==> src/hdl/skts_pkg.sv <==
`timescale 1ns / 1ps

package skts_pkg;

    // Table geometry, fixed by the index and count field widths
    localparam int TABLE_DEPTH = 1024;
    localparam int IDX_W       = 10;
    localparam int CNT_W       = 11;

    localparam int KEY_W   = 64;
    localparam int FILE_W  = 16;
    localparam int POS_W   = 32;
    localparam int ENTRY_W = KEY_W + FILE_W + POS_W;

    localparam logic [CNT_W-1:0] DEPTH_CNT = CNT_W'(TABLE_DEPTH);

    // Action codes
    localparam logic [1:0] ACT_APPEND = 2'd0;
    localparam logic [1:0] ACT_SEARCH = 2'd1;
    localparam logic [1:0] ACT_READ   = 2'd2;
    localparam logic [1:0] ACT_CLEAR  = 2'd3;

    // Status codes
    localparam logic [1:0] ST_OK       = 2'd0;
    localparam logic [1:0] ST_FULL     = 2'd1;
    localparam logic [1:0] ST_BAD_READ = 2'd2;

    typedef struct packed {
        logic [1:0]              action;
        logic signed [KEY_W-1:0] key_value;
        logic signed [FILE_W-1:0] file_id;
        logic signed [POS_W-1:0] position;
        logic [IDX_W-1:0]        start_index;
        logic [IDX_W-1:0]        entry_index;
    } request_t;

    typedef struct packed {
        logic [1:0]               status;
        logic [CNT_W-1:0]         result_index;
        logic signed [KEY_W-1:0]  entry_key;
        logic signed [FILE_W-1:0] entry_file;
        logic signed [POS_W-1:0]  entry_position;
        logic [CNT_W-1:0]         entry_count;
    } result_t;

    typedef enum logic [1:0] {
        ADDR_START,
        ADDR_START1,
        ADDR_MID,
        ADDR_ENTRY
    } addr_sel_t;

    typedef enum logic [2:0] {
        IDX_ZERO,
        IDX_START,
        IDX_START1,
        IDX_COUNT,
        IDX_LOW,
        IDX_MID
    } idx_sel_t;

    // Controller to datapath
    typedef struct packed {
        logic      load_item;
        logic      ram_we;
        logic      ram_re;
        addr_sel_t addr_sel;
        logic      count_inc;
        logic      count_clr;
        logic      bs_init;
        logic      bs_go_up;
        logic      bs_go_down;
        logic      res_load;
        logic [1:0] res_status;
        idx_sel_t  res_idx_sel;
        logic      res_entry;
    } ctrl_cmd_t;

    // Datapath to controller
    typedef struct packed {
        logic [1:0] action;
        logic       full;
        logic       start_ge_count;
        logic       start1_lt_count;
        logic       ridx_ge_count;
        logic       mem_lt_key;
        logic       key_lt_mem;
        logic       low_lt_hp1;
    } dp_status_t;

endpackage

==> src/hdl/skts_ctrl.sv <==
`timescale 1ns / 1ps

module skts_ctrl (
    input  logic                 clk,
    input  logic                 rst_n,
    input  logic                 start,
    input  skts_pkg::dp_status_t stat,
    output skts_pkg::ctrl_cmd_t  cmd,
    output logic                 busy,
    output logic                 done
);

    typedef enum logic [2:0] {
        S_IDLE,
        S_DISPATCH,
        S_RD_WAIT,
        S_P0,
        S_P1,
        S_BS_ISSUE,
        S_BS_WAIT
    } state_t;

    state_t state_reg, state_next;
    logic   busy_reg, busy_next;
    logic   done_reg, done_next;

    always_comb
    begin
        cmd         = '0;
        cmd.addr_sel    = skts_pkg::ADDR_START;
        cmd.res_status  = skts_pkg::ST_OK;
        cmd.res_idx_sel = skts_pkg::IDX_ZERO;
        state_next  = state_reg;
        busy_next   = busy_reg;
        done_next   = 1'b0;

        case (state_reg)
            S_IDLE:
            begin
                if (start)
                begin
                    cmd.load_item = 1'b1;
                    busy_next     = 1'b1;
                    state_next    = S_DISPATCH;
                end
            end

            S_DISPATCH:
            begin
                case (stat.action)
                    skts_pkg::ACT_APPEND:
                    begin
                        cmd.res_load = 1'b1;
                        if (stat.full)
                        begin
                            cmd.res_status = skts_pkg::ST_FULL;
                        end
                        else
                        begin
                            cmd.ram_we    = 1'b1;
                            cmd.count_inc = 1'b1;
                        end
                        done_next  = 1'b1;
                        busy_next  = 1'b0;
                        state_next = S_IDLE;
                    end
                    skts_pkg::ACT_SEARCH:
                    begin
                        if (stat.start_ge_count)
                        begin
                            cmd.res_load    = 1'b1;
                            cmd.res_idx_sel = skts_pkg::IDX_COUNT;
                            done_next       = 1'b1;
                            busy_next       = 1'b0;
                            state_next      = S_IDLE;
                        end
                        else
                        begin
                            cmd.ram_re   = 1'b1;
                            cmd.addr_sel = skts_pkg::ADDR_START;
                            state_next   = S_P0;
                        end
                    end
                    skts_pkg::ACT_READ:
                    begin
                        if (stat.ridx_ge_count)
                        begin
                            cmd.res_load   = 1'b1;
                            cmd.res_status = skts_pkg::ST_BAD_READ;
                            done_next      = 1'b1;
                            busy_next      = 1'b0;
                            state_next     = S_IDLE;
                        end
                        else
                        begin
                            cmd.ram_re   = 1'b1;
                            cmd.addr_sel = skts_pkg::ADDR_ENTRY;
                            state_next   = S_RD_WAIT;
                        end
                    end
                    default:
                    begin
                        cmd.count_clr = 1'b1;
                        cmd.res_load  = 1'b1;
                        done_next     = 1'b1;
                        busy_next     = 1'b0;
                        state_next    = S_IDLE;
                    end
                endcase
            end

            S_RD_WAIT:
            begin
                cmd.res_load  = 1'b1;
                cmd.res_entry = 1'b1;
                done_next     = 1'b1;
                busy_next     = 1'b0;
                state_next    = S_IDLE;
            end

            S_P0:
            begin
                if (!stat.mem_lt_key)
                begin
                    cmd.res_load    = 1'b1;
                    cmd.res_idx_sel = skts_pkg::IDX_START;
                    done_next       = 1'b1;
                    busy_next       = 1'b0;
                    state_next      = S_IDLE;
                end
                else if (stat.start1_lt_count)
                begin
                    cmd.ram_re   = 1'b1;
                    cmd.addr_sel = skts_pkg::ADDR_START1;
                    state_next   = S_P1;
                end
                else
                begin
                    cmd.bs_init = 1'b1;
                    state_next  = S_BS_ISSUE;
                end
            end

            S_P1:
            begin
                if (stat.key_lt_mem)
                begin
                    cmd.res_load    = 1'b1;
                    cmd.res_idx_sel = skts_pkg::IDX_START1;
                    done_next       = 1'b1;
                    busy_next       = 1'b0;
                    state_next      = S_IDLE;
                end
                else
                begin
                    cmd.bs_init = 1'b1;
                    state_next  = S_BS_ISSUE;
                end
            end

            S_BS_ISSUE:
            begin
                if (stat.low_lt_hp1)
                begin
                    cmd.ram_re   = 1'b1;
                    cmd.addr_sel = skts_pkg::ADDR_MID;
                    state_next   = S_BS_WAIT;
                end
                else
                begin
                    cmd.res_load    = 1'b1;
                    cmd.res_idx_sel = skts_pkg::IDX_LOW;
                    done_next       = 1'b1;
                    busy_next       = 1'b0;
                    state_next      = S_IDLE;
                end
            end

            S_BS_WAIT:
            begin
                if (stat.mem_lt_key)
                begin
                    cmd.bs_go_up = 1'b1;
                    state_next   = S_BS_ISSUE;
                end
                else if (stat.key_lt_mem)
                begin
                    cmd.bs_go_down = 1'b1;
                    state_next     = S_BS_ISSUE;
                end
                else
                begin
                    cmd.res_load    = 1'b1;
                    cmd.res_idx_sel = skts_pkg::IDX_MID;
                    done_next       = 1'b1;
                    busy_next       = 1'b0;
                    state_next      = S_IDLE;
                end
            end

            default:
            begin
                busy_next  = 1'b0;
                state_next = S_IDLE;
            end
        endcase
    end

    always_ff @(posedge clk or negedge rst_n)
    begin
        if (!rst_n)
        begin
            state_reg <= S_IDLE;
            busy_reg  <= 1'b0;
            done_reg  <= 1'b0;
        end
        else
        begin
            state_reg <= state_next;
            busy_reg  <= busy_next;
            done_reg  <= done_next;
        end
    end

    assign busy = busy_reg;
    assign done = done_reg;

endmodule

==> config.mk <==
export PLATFORM = sky130hd
export DESIGN_NAME = skts_ctrl
export DESIGN_NICKNAME = d
export VERILOG_FILES = /design/src/hdl/skts_pkg.sv /design/src/hdl/skts_ctrl.sv
export SDC_FILE = /design/constraint.sdc
export NUM_CORES = 1
export LEC_CHECK = 0
export ABC_AREA = 0
export BUFFER_PORTS_ARGS = -buffer_cell sky130_fd_sc_hd__buf_2
export CAP_MARGIN = 20
export CORE_MARGIN = 2
export CORE_UTILIZATION = 44
export CTS_CLUSTER_SIZE = 10
export DETAILED_ROUTE_END_ITERATION = 10
export PLACE_DENSITY = 0.86
export SLEW_MARGIN = 20
export SYNTH_ARGS = -nofsm -noshare
export SYNTH_HDL_FRONTEND = slang
export SYNTH_SLANG_ARGS = --single-unit
==> constraint.sdc <==
create_clock -name clk -period 1.85 [get_ports clk]
set_clock_uncertainty 0.2 [all_clocks]
set_input_delay 0.0925 -clock clk [delete_from_list [all_inputs] [get_ports clk]]
set_output_delay 0.0925 -clock clk [all_outputs]
set_load 0.1 [all_outputs]
==> impl_metrics.py, run 1 <==
metrics = {
    "outcome": {
        "status": "stopped before the end",
        "stop_stage": "4_1_cts",
        "error": "[ERROR DPL-0033] detailed placement checks failed during check placement.",
    },
    "clocking": {
        "post_cts_buffers": 4,
        "ctsLongestPathBuffers": 2,
        "numCtsBuffers": 3,
        "cts_resized": 9,
        "cts_sinks": 5,
        "htree_levels": 1,
        "cts_root_buf": "clkbuf_4",
        "hold_buffers": 2,
    },
    "synthesis": {
        "ys_ff_latch": 5,
        "yosysUniqueCellTypes": 38,
        "synth_seq_area_share_pct": 20.0,
        "syn-cell-area_um2": 626,
        "synthCells": 77,
        "syn_avg_cell_area_um2": 8.12,
        "syn_nets": 94,
        "ys_warn_count": 0,
    },
    "floorplanning": {
        "fp.dieH_um": 41.7,
        "initial_core_util_pct": 47.5,
        "io_pins": 31,
        "die_w_um": 41.7,
        "rows": 13,
    },
    "place": {
        "placed_area_um2": 1180,
        "placed_cells": 127,
        "io_buffers": 30,
        "dp_hpwl_um": 1770,
        "gp_congestion": 0.978,
    },
}
==> synthesized netlist by cell type, drive strengths merged <==
cell type  instances  area share (%)
o22ai              1             1.0
nor3b              2             4.2
ha                 5              10
nand2b             4             4.4
dfrtp              5              20
nor2b              3             3.0
and3               1             1.0
clkbuf             1            0.60
a21o               1             1.2
o21ai              1             1.4
o22a               1             1.4
a211oi             2             2.4
nor3               5             4.0
a311oi             1             1.4
o221ai             1             1.4
o32ai              1             1.4
a32o               1             1.6
o32a               1             1.6
xor2               1             1.4
or2b               1             1.8
mux2i              1             1.6
nand2              8             4.8
a21oi              2             1.6
a311o              1             1.6
nand4b             2             2.8
nand3              3             2.4
nand3b             1             1.2
buf                5             6.8
inv                4             2.4
nand4              1             1.0
a2bb2o             1             1.6
or2                2             2.0
and2               2             2.0
nor2               5             3.0
==> cell families after synthesis <==
group / share of synthesized area [%]
fa+ha+maj: 10.0
mux: 1.60
buf+inv: 9.80
compound gates: 19.6
simple gates: 37.6
xor+xnor: 1.40
flops: 20.0
==> metrics by stage <==
stage	util, %	hold WS (ns)	setup WS [ns]
floorplan	-	-0.403	-0.205
detailed placement	89.6	-0.287	-0.0328
global placement	89.6	-0.291	0.0228
==> run 2, diff against run 1 <==
--- a/config.mk
+++ b/config.mk
@@ -8,11 +8,10 @@
 export ABC_AREA = 0
 export BUFFER_PORTS_ARGS = -buffer_cell sky130_fd_sc_hd__buf_2
 export CAP_MARGIN = 20
-export CORE_MARGIN = 2
-export CORE_UTILIZATION = 44
-export CTS_CLUSTER_SIZE = 10
+export CORE_AREA = 2 2 63 65
 export DETAILED_ROUTE_END_ITERATION = 10
-export PLACE_DENSITY = 0.86
+export DIE_AREA = 0 0 65 67
+export PLACE_DENSITY_LB_ADDON = 0.15
 export SLEW_MARGIN = 20
 export SYNTH_ARGS = -nofsm -noshare
 export SYNTH_HDL_FRONTEND = slang
==> run 2 against run 1 <==
Net effect:
- synthesized area unchanged
- the flow now finishes, with violations (setup timing)
- synthesized cell count did not move
==> impl_metrics.py, run 2 <==
metrics = {
    "outcome": {
        "status": "complete, but fails checks",
        "violations": "setup timing",
    },
    "worst_setup_path": {
        "cp.required_ns": 1.56,
        "crit_arrival_ns": 1.69,
        "end_kind": "output pin",
        "crit_fanout": 6,
        "path_class": "reg2out",
        "start_kind": "flop",
    },
    "finish": {
        "fillers": 366,
        "final_common_cell": "buf_4",
        "nets": 147,
        "num_antenna_cells": 0,
        "final_core_util_pct": 39.7,
        "seqCellArea_um2": 129,
        "syn2layout_area_growth_pct": 129,
        "drive_above_1_share_pct": 64.3,
        "largest_reg_flops": 3,
        "multi_input_area_um2": 572,
        "mostFrequentLayoutCells": "buf_4, buf_12, buf_2",
    },
    "timing": {
        "setup_viol": 9,
        "worst_pin_slew_ns": 0.486,
        "min_period_over_period_pct": 107,
        "rsz0062_at_grt": "true",
        "drv_slew": 0,
        "finalHoldViolations": 0,
        "worst_slack_ns": -0.137,
        "slew_headroom_pct": 67.8,
        "period_needed_ns": 1.99,
        "fmax_mhz": 503,
    },
    "route": {
        "wirelength_met1_um": 975,
        "dr_wl_met2_um": 1160,
        "wl_per_cell_um": 12.6,
        "vias": 743,
        "wl_met3_um": 90,
        "totalWireLength_um": 2220,
        "drtIter0Drc": 21,
        "postRouteAntennaNets": 0,
        "first_pass_iters": 4,
        "dr.max_layer_used": "met3",
        "drc": 0,
        "avgViaCountPerCell": 4.20,
    },
    "run": {
        "max-cap-violations": 0,
    },
    "place": {
        "io_buffers": 30,
        "place_ws_ns": -0.0507,
        "gp_congestion": 0.812,
        "dp_hpwl_um": 1800,
    },
    "clocking": {
        "numCtsBuffers": 3,
        "clock_latency_ns": 0.23,
        "htree_levels": 1,
        "ctsLongestPathBuffers": 2,
        "cts_root_buf": "clkbuf_8",
        "cts_tree": "done",
        "cts_sinks": 5,
        "cts.clk_slew.worst_paths_ns": 0.04,
    },
    "pwr": {
        "p_clk_share_pct": 11.4,
        "p_switching_w": 0.000966,
        "power_frac_seq_pct": 10.0,
        "peakVddDrop_v": 0.000357,
        "combPwrFrac_pct": 78.6,
        "intPower_w": 0.000888,
        "swShare_pct": 52.1,
        "total_power_w": 0.00185,
        "p_per_area_nw_per_um2": 1290,
        "total_leakage_power_nw": 0.635,
    },
    "synthesis": {
        "synth_edf_count": 0,
        "synthArstFlopShare_pct": 100,
        "synth_seq_area_share_pct": 20.0,
        "synth_area_leader_cell": "dfrtp_1",
        "yosysUniqueCellTypes": 38,
        "syn-cell-area_um2": 626,
        "yosys-top-cells-area": "dfrtp_1, ha_1, nand2_1, nor3_1, buf_6",
        "synth_flop_cell": "dfrtp_1",
        "synth_commonest_cells": "nand2_1, dfrtp_1, ha_1, nor2_1, nor3_1",
        "syn_avg_cell_area_um2": 8.12,
        "synth_top_area_share_pct": 20.0,
        "synth.most_common_cell": "nand2_1",
        "synthCells": 77,
        "syn_nets": 94,
        "ys_warn_count": 0,
        "ys_ff_latch": 5,
    },
    "hold_path": {
        "hold_class": "in2async",
    },
    "global_routing": {
        "grt_pass1_vias": 798,
        "overflow": 0,
        "grtUsageTotal_pct": 11.2,
        "antenna_found_initial": 0,
        "grt_max_degree": 12,
        "grt_pass1_wl_um": 3730,
    },
    "floorplanning": {
        "fp.dieH_um": 67,
        "die_w_um": 65,
        "initial_core_util_pct": 17.3,
        "core_area_um2": 3610,
        "dieArea_um2": 4360,
        "io_pins": 31,
        "rows": 22,
    },
}
run 2: cell counts after synthesis:
No cell type changed its count.
run 2: critical path, stage by stage, from the launching register on:
cell     delay (ns)
dfrtp_2        0.43
or2b_4         0.22
o21ai_2        0.05
a32o_4         0.25
a311o_1        0.32
buf_12         0.19
run 2: worst paths after layout:
kind | start | to | slack [ns] | cells past startpoint
worst min register to register | busy | busy | 0.30 | 1
min in group clk | stat[5] | state_reg[1] | 0.11 | 4
max in group asynchronous | rst_n | state_reg[2] | 1.27 | 2
worst min-delay path | rst_n | busy | 0.02 | 2
worst max register to register | state_reg[1] | state_reg[0] | 0.04 | 5
worst max-delay path | state_reg[0] | cmd[6] | -0.14 | 5
run 2: per-stage QoR:
| stage | hold WS, ns | cells | instance area [um2] | setup TNS [ns] |
|---|---|---|---|---|
| 2_1_floorplan | -0.403 | 77 | 764 | -0.686 |
| 4_1_cts | 0.0122 | 173 | 1380 | -0.517 |
| 6_report | 0.0162 | 177 | 1430 | -0.489 |
| 3_5_place_dp | -0.279 | 166 | 1270 | -0.0507 |
| 3_3_place_gp | -0.287 | 166 | 1270 | -0.0115 |
| 5_1_grt | 0.0282 | 177 | 1430 | -1.21 |
run 2: kinds of logic (layout without fill, tap and decap cells):
kind of cell	Yosys count	count (layout)	synth area share (%)
adder cells (fa/ha/maj)	5	5	10.0
XOR/XNOR	1	1	1.40
AO/OA/AOI/OAI	15	15	19.6
multiplexers	1	1	1.60
buffers and inverters	10	62	9.80
flip-flops	5	5	20.0
AND/OR/NAND/NOR	40	40	37.6
run 2: power groups by stage:
stage | clock, W | combinational, W | sequential, W
floorplan | 0 | 0.000826 | 0.000306
global placement | 0 | 0.00130 | 0.000182
detailed placement | 0 | 0.00130 | 0.000185
CTS | 0.000215 | 0.00143 | 0.000187
global route | 0.000227 | 0.00153 | 0.000190
finish | 0.000211 | 0.00146 | 0.000186
run 2: layer usage:
metal / global-route usage (%) / vias up
met3: 2.70 / 0
met5: 0 / -
met1: 13.3 / 348
met2: 20.1 / 16
li1: - / 379
met4: 2.39 / 0
run 2: repair_timing:
item / 4_1_cts / 5_1_grt
setup endpoints to repair: 10 / 15
buffers inserted: 2 / 6
hold buffers: 1 / 0
pin swaps: 6 / 7
gates resized for setup: 12 / 7
hold endpoints to repair: 5 / 0
run 2: cell type report:
type | instances | share of cell area [%]
Timing Repair Buffer | 54 | 42.4
Multi-Input combinational cell | 62 | 39.9
Sequential cell | 5 | 9.00
Tap cell | 48 | 4.20
Clock buffer | 3 | 2.88
Inverter | 4 | 1.22
Clock inverter | 1 | 0.350
Power figures use the tool's default switching activity.
